[src/idb_pkg.sv]
// Shared types and constants for the indexed deque buffer.
package idb_pkg;

  localparam int DATA_W    = 32;
  localparam int POS_W     = 4;
  localparam int CNT_OUT_W = 5;
  localparam int REQ_W     = 3;

  typedef enum logic [REQ_W-1:0] {
    OP_PUSH_FRONT = 3'd0,
    OP_POP_FRONT  = 3'd1,
    OP_PUSH_BACK  = 3'd2,
    OP_POP_BACK   = 3'd3,
    OP_READ       = 3'd4,
    OP_REMOVE_AT  = 3'd5,
    OP_CLEAR      = 3'd6
  } op_t;

  typedef enum logic [1:0] {
    ST_OK   = 2'd0,
    ST_ERR  = 2'd1,
    ST_FULL = 2'd2
  } st_t;

  typedef enum logic [2:0] {
    S_IDLE,
    S_EVAL,
    S_CAP_RD,
    S_CAP_TAKE,
    S_SHIFT_RD,
    S_SHIFT_WR,
    S_PUT,
    S_FIN
  } ctl_state_t;

  typedef struct packed {
    logic load;
    logic cap_rd;
    logic cap_take;
    logic init_up;
    logic init_dn;
    logic sh_rd;
    logic sh_wr;
    logic put;
    logic finish;
  } idb_cmd_t;

  typedef struct packed {
    op_t  op;
    logic ok;
    logic sh_more;
  } idb_sts_t;

endpackage

[src/idb_ctrl.sv]
// Sequencer for the indexed deque buffer: steps each transaction through the datapath.
module idb_ctrl (
  input  logic              clk,
  input  logic              rst,
  input  logic              start,
  input  idb_pkg::idb_sts_t sts,
  output idb_pkg::idb_cmd_t cmd,
  output logic              busy
);
  import idb_pkg::*;

  ctl_state_t state, state_next;

  always_ff @(posedge clk) begin
    if (rst) begin
      state <= S_IDLE;
    end else begin
      state <= state_next;
    end
  end

  always_comb begin
    state_next = state;
    cmd        = '0;
    unique case (state)
      S_IDLE: begin
        if (start) begin
          cmd.load   = 1'b1;
          state_next = S_EVAL;
        end
      end
      S_EVAL: begin
        if (!sts.ok) begin
          state_next = S_FIN;
        end else begin
          unique case (sts.op) inside
            OP_PUSH_FRONT: begin
              cmd.init_up = 1'b1;
              state_next  = S_SHIFT_RD;
            end
            OP_PUSH_BACK: state_next = S_PUT;
            OP_POP_FRONT, OP_POP_BACK, OP_READ, OP_REMOVE_AT: state_next = S_CAP_RD;
            default: state_next = S_FIN;
          endcase
        end
      end
      S_CAP_RD: begin
        cmd.cap_rd = 1'b1;
        state_next = S_CAP_TAKE;
      end
      S_CAP_TAKE: begin
        cmd.cap_take = 1'b1;
        if (sts.op inside {OP_POP_FRONT, OP_REMOVE_AT}) begin
          cmd.init_dn = 1'b1;
          state_next  = S_SHIFT_RD;
        end else begin
          state_next = S_FIN;
        end
      end
      S_SHIFT_RD: begin
        if (sts.sh_more) begin
          cmd.sh_rd  = 1'b1;
          state_next = S_SHIFT_WR;
        end else if (sts.op == OP_PUSH_FRONT) begin
          state_next = S_PUT;
        end else begin
          state_next = S_FIN;
        end
      end
      S_SHIFT_WR: begin
        cmd.sh_wr  = 1'b1;
        state_next = S_SHIFT_RD;
      end
      S_PUT: begin
        cmd.put    = 1'b1;
        state_next = S_FIN;
      end
      S_FIN: begin
        cmd.finish = 1'b1;
        state_next = S_IDLE;
      end
      default: state_next = S_IDLE;
    endcase
  end

  assign busy = (state != S_IDLE);

endmodule

[src/idb_dpath.sv]
// Datapath for the indexed deque buffer: element memory, count, shift pointer and result registers.
module idb_dpath #(
  parameter int CAPACITY     = 16,
  parameter int ELEMENT_BITS = 32
) (
  input  logic                             clk,
  input  logic                             rst,
  input  idb_pkg::idb_cmd_t                cmd,
  input  logic [idb_pkg::REQ_W-1:0]        req_type,
  input  logic [idb_pkg::DATA_W-1:0]       data_in,
  input  logic [idb_pkg::POS_W-1:0]        position,
  output idb_pkg::idb_sts_t                sts,
  output logic                             done,
  output logic [idb_pkg::DATA_W-1:0]       data_out,
  output idb_pkg::st_t                     status,
  output logic [idb_pkg::CNT_OUT_W-1:0]    count_out
);
  import idb_pkg::*;

  localparam int EW = (ELEMENT_BITS < DATA_W) ? ELEMENT_BITS : DATA_W;
  localparam int AW = $clog2(CAPACITY);
  localparam int CW = $clog2(CAPACITY + 1);
  localparam int PW = (CW > POS_W) ? CW : POS_W;

  logic [EW-1:0]     mem [CAPACITY];
  logic [EW-1:0]     rdata;
  op_t               req_q;
  logic [EW-1:0]     din_q;
  logic [POS_W-1:0]  pos_q;
  logic [CW-1:0]     count;
  logic [CW-1:0]     idx;
  logic [CW-1:0]     rem;
  logic              dir_up;
  logic [DATA_W-1:0] dout_q;

  logic              ok;
  logic [CW-1:0]     cap_addr;
  logic [CW-1:0]     count_new;
  logic [AW-1:0]     src_addr;
  logic [AW-1:0]     dst_addr;
  logic [AW-1:0]     put_addr;
  logic [AW-1:0]     rd_addr;
  logic [AW-1:0]     wr_addr;
  logic [EW-1:0]     wr_data;
  st_t               status_new;

  always_comb begin
    unique case (req_q)
      OP_PUSH_FRONT, OP_PUSH_BACK: ok = (count != CW'(CAPACITY));
      OP_POP_FRONT, OP_POP_BACK:   ok = (count != '0);
      OP_READ, OP_REMOVE_AT:       ok = (PW'(pos_q) < PW'(count));
      OP_CLEAR:                    ok = 1'b1;
      default:                     ok = 1'b0;
    endcase
  end

  always_comb begin
    unique case (req_q)
      OP_POP_FRONT: cap_addr = '0;
      OP_POP_BACK:  cap_addr = count - CW'(1);
      default:      cap_addr = CW'(pos_q);
    endcase
  end

  always_comb begin
    count_new = count;
    if (ok) begin
      unique case (req_q)
        OP_PUSH_FRONT, OP_PUSH_BACK:           count_new = count + CW'(1);
        OP_POP_FRONT, OP_POP_BACK, OP_REMOVE_AT: count_new = count - CW'(1);
        OP_CLEAR:                              count_new = '0;
        default:                               count_new = count;
      endcase
    end
  end

  always_comb begin
    if (ok) begin
      status_new = ST_OK;
    end else if (req_q == OP_PUSH_FRONT || req_q == OP_PUSH_BACK) begin
      status_new = ST_FULL;
    end else begin
      status_new = ST_ERR;
    end
  end

  assign src_addr = dir_up ? AW'(idx) : AW'(idx + CW'(1));
  assign dst_addr = dir_up ? AW'(idx + CW'(1)) : AW'(idx);
  assign put_addr = (req_q == OP_PUSH_FRONT) ? '0 : AW'(count);
  assign rd_addr  = cmd.cap_rd ? AW'(cap_addr) : src_addr;
  assign wr_addr  = cmd.put ? put_addr : dst_addr;
  assign wr_data  = cmd.put ? din_q : rdata;

  always_ff @(posedge clk) begin
    if (cmd.cap_rd || cmd.sh_rd) begin
      rdata <= mem[rd_addr];
    end
    if (cmd.put || cmd.sh_wr) begin
      mem[wr_addr] <= wr_data;
    end
  end

  always_ff @(posedge clk) begin
    if (cmd.load) begin
      req_q  <= op_t'(req_type);
      din_q  <= data_in[EW-1:0];
      pos_q  <= position;
      dout_q <= '0;
    end
    if (cmd.cap_take) begin
      dout_q <= DATA_W'(rdata);
    end
    if (cmd.init_up) begin
      idx    <= count - CW'(1);
      rem    <= count;
      dir_up <= 1'b1;
    end else if (cmd.init_dn) begin
      idx    <= cap_addr;
      rem    <= count - CW'(1) - cap_addr;
      dir_up <= 1'b0;
    end else if (cmd.sh_wr) begin
      idx <= dir_up ? idx - CW'(1) : idx + CW'(1);
      rem <= rem - CW'(1);
    end
    if (cmd.finish) begin
      data_out  <= dout_q;
      status    <= status_new;
      count_out <= CNT_OUT_W'(count_new);
    end
  end

  always_ff @(posedge clk) begin
    if (rst) begin
      count <= '0;
      done  <= 1'b0;
    end else begin
      done <= cmd.finish;
      if (cmd.finish) begin
        count <= count_new;
      end
    end
  end

  assign sts.op      = req_q;
  assign sts.ok      = ok;
  assign sts.sh_more = (rem != '0);

endmodule

[src/indexed_deque_buffer.sv]
// Top level of the indexed deque buffer: sequencer plus datapath.
//
//   channel   handshake               fields
//   request   start in, busy out      req_type, data_in, position
//   result    done out (one cycle)    data_out, status, count_out
//
// A transaction is taken at an edge with start high and busy low; done then rises
// for exactly one cycle. Clear and rejected requests finish without a memory access,
// push back writes the element once, read and pop back read it once, pop front and
// remove at also move each element behind the removed one down a place, and push
// front first moves every held element up a place. Each moved element costs a read
// and a write on the element memory. A new transaction may start in the done cycle.
// Reset clears the count; memory contents are not cleared.
module indexed_deque_buffer #(
  parameter int CAPACITY     = 16,
  parameter int ELEMENT_BITS = 32
) (
  input  logic                          clk,
  input  logic                          rst,
  input  logic                          start,
  output logic                          busy,
  input  logic [idb_pkg::REQ_W-1:0]     req_type,
  input  logic [idb_pkg::DATA_W-1:0]    data_in,
  input  logic [idb_pkg::POS_W-1:0]     position,
  output logic                          done,
  output logic [idb_pkg::DATA_W-1:0]    data_out,
  output logic [1:0]                    status,
  output logic [idb_pkg::CNT_OUT_W-1:0] count_out
);
  import idb_pkg::*;

  idb_cmd_t cmd;
  idb_sts_t sts;
  st_t      status_q;

  idb_ctrl u_ctrl (
    .clk   (clk),
    .rst   (rst),
    .start (start),
    .sts   (sts),
    .cmd   (cmd),
    .busy  (busy)
  );

  idb_dpath #(
    .CAPACITY     (CAPACITY),
    .ELEMENT_BITS (ELEMENT_BITS)
  ) u_dpath (
    .clk       (clk),
    .rst       (rst),
    .cmd       (cmd),
    .req_type  (req_type),
    .data_in   (data_in),
    .position  (position),
    .sts       (sts),
    .done      (done),
    .data_out  (data_out),
    .status    (status_q),
    .count_out (count_out)
  );

  assign status = status_q;

`ifndef SYNTHESIS
  a_done_idle: assert property (@(posedge clk) disable iff (rst) done |-> !busy)
    else $error("result strobe while a transaction is in flight");

  a_start_busy: assert property (@(posedge clk) disable iff (rst)
      start && !busy |=> busy)
    else $error("accepted transaction did not raise busy");

  a_fail_zero: assert property (@(posedge clk) disable iff (rst)
      done && status != ST_OK |-> data_out == '0)
    else $error("failed transaction returned data");

  a_one_write: assert property (@(posedge clk) disable iff (rst)
      cmd.put |-> !cmd.sh_wr && !cmd.cap_rd)
    else $error("memory port conflict");
`endif

endmodule

[config.mk]
export PLATFORM = sky130hd
export DESIGN_NAME = indexed_deque_buffer
export DESIGN_NICKNAME = d
export VERILOG_FILES = /design/src/idb_pkg.sv /design/src/idb_ctrl.sv /design/src/idb_dpath.sv /design/src/indexed_deque_buffer.sv
export SDC_FILE = /design/constraint.sdc
export NUM_CORES = 1
export LEC_CHECK = 0
export ABC_AREA = 1
export BUFFER_PORTS_ARGS = -buffer_cell sky130_fd_sc_hd__buf_2
export CAP_MARGIN = 20
export CORE_MARGIN = 3
export CORE_UTILIZATION = 60
export DETAILED_ROUTE_END_ITERATION = 10
export GPL_TIMING_DRIVEN = 0
export PLACE_DENSITY = 0.77
export SYNTH_ARGS = -nofsm -noshare
export SYNTH_HDL_FRONTEND = slang
export SYNTH_SLANG_ARGS = --single-unit
[constraint.sdc]
create_clock -name clk -period 7.7 [get_ports clk]
set_input_delay 0.77 -clock clk [delete_from_list [all_inputs] [get_ports clk]]
set_output_delay 0.77 -clock clk [all_outputs]
set_load 0.02 [all_outputs]
# Word-level counts from Yosys, hierarchy flattened
# Memory sizes are Yosys's and may differ from the RTL's. A register that Yosys moved wholly into a read port is not among the register bits.
# Index checks and enable logic that the tools add are counted.
# op_classes
add_sub_neg	6
order_cmp	1
n_eq_ne	15
mux	43
n_reduce_logical	16
# ops
op	n
2-to-1 mux 32 bit	3
2-to-1 mux 5 bit	8
case mux 3 bit (8 select lines)	1
== test 3 bit, second input constant	7
2-to-1 mux 4 bit	5
2-to-1 mux 1 bit	17
case mux 5 bit (3 select lines)	1
subtractor 5 x 1 -> 5 bit, second input constant	3
== test 3 x 2 -> 1 bit, second input constant	4
adder 5 x 1 -> 5 bit, second input constant	2
case mux 5 bit (2 select lines)	1
nonzero test 5 bit	2
case mux 3 bit (3 select lines)	1
== test 3 x 1 -> 1 bit, second input constant	2
zero test 3 bit	2
2-to-1 mux 2 bit	3
2-to-1 mux 3 bit	2
nonzero test 3 bit	2
OR reduction 2 bit	3
less-than comparator 4 x 5 -> 1 bit	1
inequality test 5 bit, second input constant	1
subtractor 5 bit	1
case mux 1 bit (4 select lines)	1
nonzero test 2 bit	2
other kinds (4)	6
# word_totals
reg_bits	130
mem_bits_rw	512
inputBits	42
output_inout_bits	41
word_cells	95
mem_count	1
# memory_table
name	depth	word_bits	rd	rd_clocked_by_memory_dff	wr	line	rtl
u_dpath.mem	16	32	1	1	1	idb_dpath.sv:25	logic [EW-1:0] mem [CAPACITY];

# Logic depth before layout (Yosys ltp)
# Gate-level depths: netlist of the first run.
# depth
depth_word	6
mapped_depth	14
depth_no_buf	13

# Modules after synthesis
# From an unflattened synthesis of the first run, not the netlist that was laid out.
# unflattened
hier_cells	2738
area_unflattened_um2	29440.7
# modules_own_cells
module	instances	cells_per_inst	area_per_inst_um2	seq_area_each_um2
idb_dpath	1	2689	29158.0	20049.2
idb_ctrl	1	49	282.8	60.1

# Worst setup path before layout of the first run
# Ideal clock, no wire load.
# synth_timing
path_type	input port to flip-flop
from	in start
to	reg u_dpath.dout_q[0], enable pin
setup_ns	0.466
arrival_ns	3.100
required_time_ns	7.234
setup_slack_ns	4.135
stages	2
path_buffers	0
path_cell_list	inv_1 > o21ai_0
# synth_via
elab_chain_len	3
# synth_rtl
item	line	rtl
start: declaration	indexed_deque_buffer.sv:20	input logic start,
2-to-1 mux 1 bit	idb_ctrl.sv:27	if (start) begin
2-to-1 mux 1 bit	idb_ctrl.sv:25	unique case (state)
nonzero test 2 bit (no source line)	-	
end signal: assignment	idb_dpath.sv:111	dout_q <= DATA_W'(rdata);
end: declaration	idb_dpath.sv:34	logic [DATA_W-1:0] dout_q;
# No other way between the ends.
# A chain may end at the register's enable or synchronous reset.

# Final worst setup path of the first run
# layout_timing
from	reg u_dpath.count[0]
to	reg u_dpath.rdata[3] (read register of u_dpath.mem), data pin
# layout_via
elab_chain_len	3
# layout_rtl
item	line	rtl
start: declaration	idb_dpath.sv:30	logic [CW-1:0] count;
start signal: assignment	idb_dpath.sv:139	count <= count_new;
subtractor 5 x 1 -> 5 bit	idb_dpath.sv:60	OP_POP_BACK: cap_addr = count - CW'(1);
case mux 5 bit (2 select lines)	idb_dpath.sv:58	unique case (req_q)
2-to-1 mux 4 bit	idb_dpath.sv:90	assign rd_addr = cmd.cap_rd ? AW'(cap_addr) : src_addr;
end: declaration	idb_dpath.sv:26	logic [EW-1:0] rdata;
# No other way between the ends.

==> results.sh, run 1 <==
export IMPL_status="finished, final reports clean"
export IMPL_drt_total_wl_mm=83.8
export IMPL_stdcell_count=3571
export IMPL_maxSlewHeadroom=0.180
export IMPL_synth_top_family_by_area="simple AND/OR/NAND/NOR gates"
export IMPL_clock_root_buffer="clkbuf_16"
export IMPL_power_leakage_nw=14.0
export IMPL_num_vias=21522
export IMPL_slowest_delay_ns=0.77
export IMPL_antenna_left=0
export IMPL_areaGrowthSynthToFinish_pct=14.4
export IMPL_post_cts_resized=0
export IMPL_power_w=0.0144
export IMPL_r2r_start="u_dpath.count[0]"
export IMPL_rsz0062_at_grt="false"
export IMPL_worstMarginPinSlew_ns=1.22
export IMPL_drive_gt1_frac=0.125
export IMPL_clkLatencyLatePin_ns=0.62
export IMPL_portBuffers=81
export IMPL_hpwl_mm=55.4
export IMPL_drv_slew=0
export IMPL_clk_path_buf_depth=3
export IMPL_drc=0
export IMPL_synth_warnings=0
export IMPL_grt_usage=0.326
export IMPL_min_from="data_in[26]"
export IMPL_core_sq_mm=0.0480
export IMPL_tns_ns=0
export IMPL_cts_htree_levels=3
export IMPL_p_per_area_mw_per_mm2=427
export IMPL_synthTopCellsByArea="edfxtp_1 68%, nand3_1 11%, inv_1 6.8%"
export IMPL_wire_per_inst_microns=23.5
export IMPL_end_kind="flip-flop"
export IMPL_numCtsBuffers=71
export IMPL_fp_dieArea_sq_mm=0.0517
export IMPL_muxShareOfSynthArea=0
export IMPL_crit_chain="inv_2, ha_1, xor2_1, nand2_1, o21ai_0, o21ai_2, buf_2, nand3_1, nand3_1, nand2_1"
export IMPL_period_minus_slack_ns=3.62
export IMPL_synth_fa_ha_area_frac=0.00750
export IMPL_grt_max_degree=33
export IMPL_yosysTopAreaCellShare=0.678
export IMPL_skew_ns=0.0283
export IMPL_holdWs_ns=0.323
export IMPL_clkSinkCount=673
export IMPL_initialDrtViolationCount=3115
export IMPL_fp_dieW_microns=227
export IMPL_fin_nets=2961
export IMPL_fmax_mhz=277
export IMPL_antenna_cells=0
export IMPL_viasPerCell=6.03
export IMPL_fp_dieH_microns=227
export IMPL_peakVddDrop_mv=0.279
export IMPL_grt_pass1_vias=20974
export IMPL_worstSetupStartpointType="flip-flop"
export IMPL_synth_simple_area_share=0.194
export IMPL_synth_fp_nets=2762
export IMPL_hold_viol_final=0
export IMPL_critPathRequiredTime_ns=8.05
export IMPL_crit_path_start="u_dpath.count[0]"
export IMPL_synth_cell_types=35
export IMPL_clkTransAtPathRegs_ns=0.06
export IMPL_initial_utilization=0.612
export IMPL_cts_hold_buf=0
export IMPL_setup_viol=0
export IMPL_pin_count=83
export IMPL_path_delay_family="compound AO/OA/AOI/OAI gates"
export IMPL_syn_instance_count=2703
export IMPL_syn_area_per_cell_sq_um=10.9
export IMPL_place_gp_congestion=0.907
export IMPL_crit_type="reg2reg"
export IMPL_rows=80
export IMPL_ys_ff_latch=673
export IMPL_syn_area_sq_mm=0.0294
export IMPL_post_cts_buffers=0
export IMPL_cp_slowest_cell="o21ai_2"
export IMPL_synth_compound_area_frac=0.0184
export IMPL_yosysSeqAreaShare=0.684
export IMPL_fillCellCount=3263
export IMPL_cts_tree="built"
export IMPL_overflow=0
export IMPL_synth_top_area_cell="edfxtp_1"
export IMPL_crit_buf_inv=2
export IMPL_grt_first_pass_wirelength_mm=123
export IMPL_hold_class="in2reg"
export IMPL_drv_cap=0
export IMPL_antenna_found_initial=0
export IMPL_synth_xor_xnor_area_share=0.00353
export IMPL_path_max_fanout=10
export IMPL_firstDrtPassIters=8
export IMPL_min_period_over_period=0.470
export IMPL_place_inst=3437
export IMPL_worstPathArrival_ns=3.97
logic make-up (layout without fill, tap and decap cells):
kind of cell	after synthesis	after routing
simple gates	1230	1230
flops	673	673
buf+inv	673	926
compound gates	99	99
fa+ha+maj	17	17
xor+xnor	11	11
power breakdown:
group / internal [W] / switching, W
Combinational: 0.00151 / 0.00441
Sequential: 0.00494 / 0.0000952
Clock: 0.00198 / 0.00142
metrics by stage:
step | util | instance area [sq um] | worst slack, ns
floorplan | - | 29400 | 4.13
global placement | 0.636 | 30600 | 2.45
detailed placement | 0.651 | 31300 | 4.40
CTS | 0.699 | 33600 | 4.37
global route | 0.700 | 33600 | 4.07
finish | 0.700 | 33600 | 4.08
placed cells by master (no fill, tap or decap), drive strengths merged:
cell / Yosys / layout
clkinv: 1 / 26
nand3b: 65 / 65
nor2: 73 / 73
a31oi: 1 / 1
o22ai: 2 / 2
bufinv: 0 / 6
o221ai: 2 / 2
a21oi: 16 / 16
buf: 116 / 242
o21ai: 67 / 67
edfxtp: 663 / 663
xor2: 6 / 6
dfxtp: 10 / 10
fa: 1 / 1
nand3: 643 / 643
nor3: 2 / 2
o21a: 1 / 1
inv: 533 / 538
ha: 16 / 16
o21bai: 1 / 1
nand2: 444 / 444
nand4: 2 / 2
clkinvlp: 0 / 4
clkbuf: 23 / 110
o211ai: 9 / 9
or2: 1 / 1
xnor2: 5 / 5
synthesized netlist by cell type:
| cell | number |
|---|---|
| edfxtp_1 | 663 |
| nand3_1 | 642 |
| inv_1 | 529 |
| nand2_1 | 440 |
| buf_2 | 97 |
| nor2_1 | 71 |
| nand3b_1 | 65 |
| o21ai_0 | 64 |
| clkbuf_1 | 23 |
| a21oi_1 | 16 |
| ha_1 | 16 |
| buf_4 | 13 |
| dfxtp_1 | 10 |
| o211ai_1 | 9 |
| buf_1 | 6 |
| xnor2_1 | 5 |
| xor2_1 | 5 |
| inv_2 | 4 |
| nand2_2 | 4 |
| nand4_1 | 2 |
| nor3_1 | 2 |
| o21ai_2 | 2 |
| o221ai_1 | 2 |
| o22ai_1 | 2 |
| a31oi_1 | 1 |
| clkinv_1 | 1 |
| fa_1 | 1 |
| nand3_2 | 1 |
| nor2_2 | 1 |
| nor2_8 | 1 |
| o21a_1 | 1 |
| o21ai_1 | 1 |
| o21bai_1 | 1 |
| or2_2 | 1 |
| xor2_2 | 1 |
cell type report:
cell class              count  area (sq um)  area share
well taps                 615           769      0.0229
flip-flops and latches    673         20100       0.598
multi-input cells        1357          6720       0.200
repair buffers            126          1040      0.0309
clock inverters            40           363      0.0108
plain buffers             139           692      0.0206
inverters                 534          2000      0.0596
clock buffers              87          1920      0.0572
worst reg2reg max path, stage by stage, from the launching register on:
cell and delay [ns]:
dfxtp_1 0.56, inv_2 0.20, ha_1 0.29, xor2_1 0.18, nand2_1 0.07, o21ai_0 0.23
o21ai_2 0.77, buf_2 0.66, nand3_1 0.21, nand3_1 0.13, nand2_1 0.07
state kept, by name, summed over array words and instances, names as in the netlist, 2 cells and up:
| register | cells |
|---|---|
| u_ctrl.state | 3 |
| u_dpath.count | 5 |
| u_dpath.count_out | 5 |
| u_dpath.data_out | 32 |
| u_dpath.din_q | 32 |
| u_dpath.dout_q | 32 |
| u_dpath.idx | 4 |
| u_dpath.mem | 512 |
| u_dpath.pos_q | 4 |
| u_dpath.rdata | 32 |
| u_dpath.rem | 5 |
| u_dpath.req_q | 3 |
| u_dpath.status | 2 |
layer usage:
| metal | global-route usage | wire, microns | up-vias |
|---|---|---|---|
| met2 | 0.517 | 38600 | 1610 |
| li1 | - | - | 9458 |
| met4 | 0.152 | 3860 | 0 |
| met5 | 0 | 0 | - |
| met1 | 0.417 | 29800 | 10154 |
| met3 | 0.0974 | 11600 | 300 |
final timing paths:
check                           slack, ns             endpoint  cells past startpoint
worst min register to register       0.41  u_dpath.data_out[8]                      0
worst max register to register       4.08     u_dpath.rdata[3]                     10
worst max-delay path                 4.08     u_dpath.rdata[3]                     10
worst min-delay path                 0.32    u_dpath.din_q[26]                      1
(Power assumes the default switching activity.)
==> run 2, diff against run 1 <==
Settings changed: CORE_UTILIZATION 60 to 56, PLACE_DENSITY 0.77 to 0.76.
Clock period 7.7 ns to 3.3 ns, I/O delays scaled along.
==> results.sh, run 2 (synthesis results as in run 1) <==
export IMPL_status="finished, final reports clean"
export IMPL_antenna_found_initial=2
export IMPL_p_comb_frac=0.420
export IMPL_viasPerCell=5.99
export IMPL_clk_path_buf_depth=3
export IMPL_grt_pass1_vias=21451
export IMPL_rows=83
export IMPL_end_kind="flip-flop"
export IMPL_pin_count=83
export IMPL_clkTransAtPathRegs_ns=0.06
export IMPL_skew_ns=0.0273
export IMPL_drv_cap=0
export IMPL_antenna_cells=0
export IMPL_rsz0062_at_grt="false"
export IMPL_regMostFlops="u_dpath.mem"
export IMPL_cts_htree_levels=3
export IMPL_firstDrtPassIters=9
export IMPL_final_critical_path_setup_slack_ns=0.125
export IMPL_rrSetupSlack_ns=0.13
export IMPL_p_sw_w=0.0137
export IMPL_overflow=0
export IMPL_holdWs_ns=0.0571
export IMPL_tns_ns=0
export IMPL_portBuffers=81
export IMPL_p_per_area_mw_per_mm2=966
export IMPL_initialDrtViolationCount=3560
export IMPL_p_int_w=0.0194
export IMPL_fillCellCount=3669
export IMPL_drive_gt1_frac=0.128
export IMPL_peakVddDrop_mv=0.657
export IMPL_switching_share=0.415
export IMPL_clkLatencyLatePin_ns=0.62
export IMPL_worstSetupStartpointType="flip-flop"
export IMPL_fp_dieH_microns=235
export IMPL_final_util=0.663
export IMPL_power_leakage_nw=14.2
export IMPL_hpwl_mm=56.2
export IMPL_worstMarginPinSlew_ns=1.11
export IMPL_mostFrequentLayoutCell="edfxtp_1"
export IMPL_hold_viol_final=0
export IMPL_p_clk_frac=0.224
export IMPL_drv_slew=0
export IMPL_num_vias=22076
export IMPL_hold_class="in2reg"
export IMPL_largest_register_ffs=512
export IMPL_fp_dieArea_sq_mm=0.0553
export IMPL_wire_per_inst_microns=23.4
export IMPL_numCtsBuffers=69
export IMPL_grt_usage=0.303
export IMPL_initial_utilization=0.569
export IMPL_antenna_left=0
export IMPL_core_sq_mm=0.0516
export IMPL_clkSinkCount=673
export IMPL_routed_top_layer="met5"
export IMPL_areaGrowthSynthToFinish_pct=16.5
export IMPL_fmax_mhz=315
export IMPL_critPathRequiredTime_ns=3.60
export IMPL_met1Wirelength_mm=30.5
export IMPL_wl_met3_mm=11.3
export IMPL_worstPathArrival_ns=3.48
export IMPL_period_minus_slack_ns=3.17
export IMPL_drt_total_wl_mm=86.1
export IMPL_place_inst=3512
export IMPL_layout_common_cells="663 x edfxtp_1, 641 x nand3_1, 529 x inv_1"
export IMPL_clock_root_buffer="clkbuf_16"
export IMPL_stdcell_count=3688
export IMPL_dp_worst_setup_slack_ns=0.00241
export IMPL_fp_dieW_microns=235
export IMPL_fin_nets=3018
export IMPL_wl_met2_mm=39.9
export IMPL_path_max_fanout=24
export IMPL_drc=0
export IMPL_setup_viol=0
export IMPL_seqPwrFrac=0.355
export IMPL_grt_first_pass_wirelength_mm=126
export IMPL_crit_type="reg2reg"
export IMPL_min_period_over_period=0.962
export IMPL_place_gp_congestion=0.918
export IMPL_cts_tree="built"
export IMPL_grt_max_degree=30
export IMPL_maxSlewHeadroom=0.253
==> run 2: changes by cell type in the layout (fill, tap and decap cells not counted), moves of 4 or more <==
cell / delta
dlygate4sd3_1: +39
clkbuf_2: +5
clkbuf_16: -4
buf_12: +14
==> run 2: layout make-up <==
| cell class | count | area [sq um] | share of cell area |
|---|---|---|---|
| Buffer | 139 | 708 | 0.0207 |
| Clock buffer | 88 | 1850 | 0.0541 |
| Clock inverter | 32 | 244 | 0.00713 |
| Inverter | 534 | 2000 | 0.0586 |
| Multi-Input combinational cell | 1357 | 6740 | 0.197 |
| Sequential cell | 673 | 20100 | 0.587 |
| Tap cell | 680 | 851 | 0.0249 |
| Timing Repair Buffer | 185 | 1730 | 0.0504 |
==> run 2: path summary, 6_finish.rpt <==
| path | start | cells past startpoint | end |
|---|---|---|---|
| worst min register to register | u_dpath.dout_q[1] | 0 | u_dpath.data_out[1] |
| worst min-delay path | start | 3 | u_ctrl.state[2] |
| worst max-delay path | u_dpath.req_q[2] | 10 | u_dpath.mem[12][29] |
| worst max register to register | u_dpath.req_q[2] | 10 | u_dpath.mem[12][29] |
==> run 2: repair_timing <==
action,in CTS,in global routing
hold buffers,39,0
endpoints found under the hold margin,39,0
pin swaps,0,12
gates resized for setup,2,16
endpoints found under the setup margin,4,265
buffers inserted,0,16
==> run 2: layer usage <==
layer  vias up  global-route usage
met1     10374               0.382
met3       354              0.0862
li1       9558                   -
met4         4               0.156
met5         -                   0
met2      1786               0.481
==> run 2: power by group through the flow <==
stage | Sequential [W] | Combinational [W] | Clock (W)
finish | 0.0117 | 0.0139 | 0.00741
global placement | 0.0120 | 0.0122 | 0
CTS | 0.0117 | 0.0133 | 0.00744
floorplan | 0.0119 | 0.00782 | 0
global route | 0.0118 | 0.0147 | 0.00777
detailed placement | 0.0119 | 0.0131 | 0
==> run 2: critical path: stages (launching register included) <==
cell      delay (ns)
edfxtp_1        0.50
nor2_1          0.24
inv_1           0.19
nor2_1          0.25
inv_1           0.13
nand2_1         0.13
o22ai_1         0.13
inv_1           0.13
nand3_1         0.36
nor2_4          0.51
buf_12          0.27
==> run 2: stage by stage <==
| stage | area [sq um] | total power [W] |
|---|---|---|
| floorplan | 29400 | 0.0197 |
| global placement | 30600 | 0.0242 |
| detailed placement | 31400 | 0.0250 |
| CTS | 33900 | 0.0324 |
| global route | 34200 | 0.0342 |
| finish | 34200 | 0.0331 |
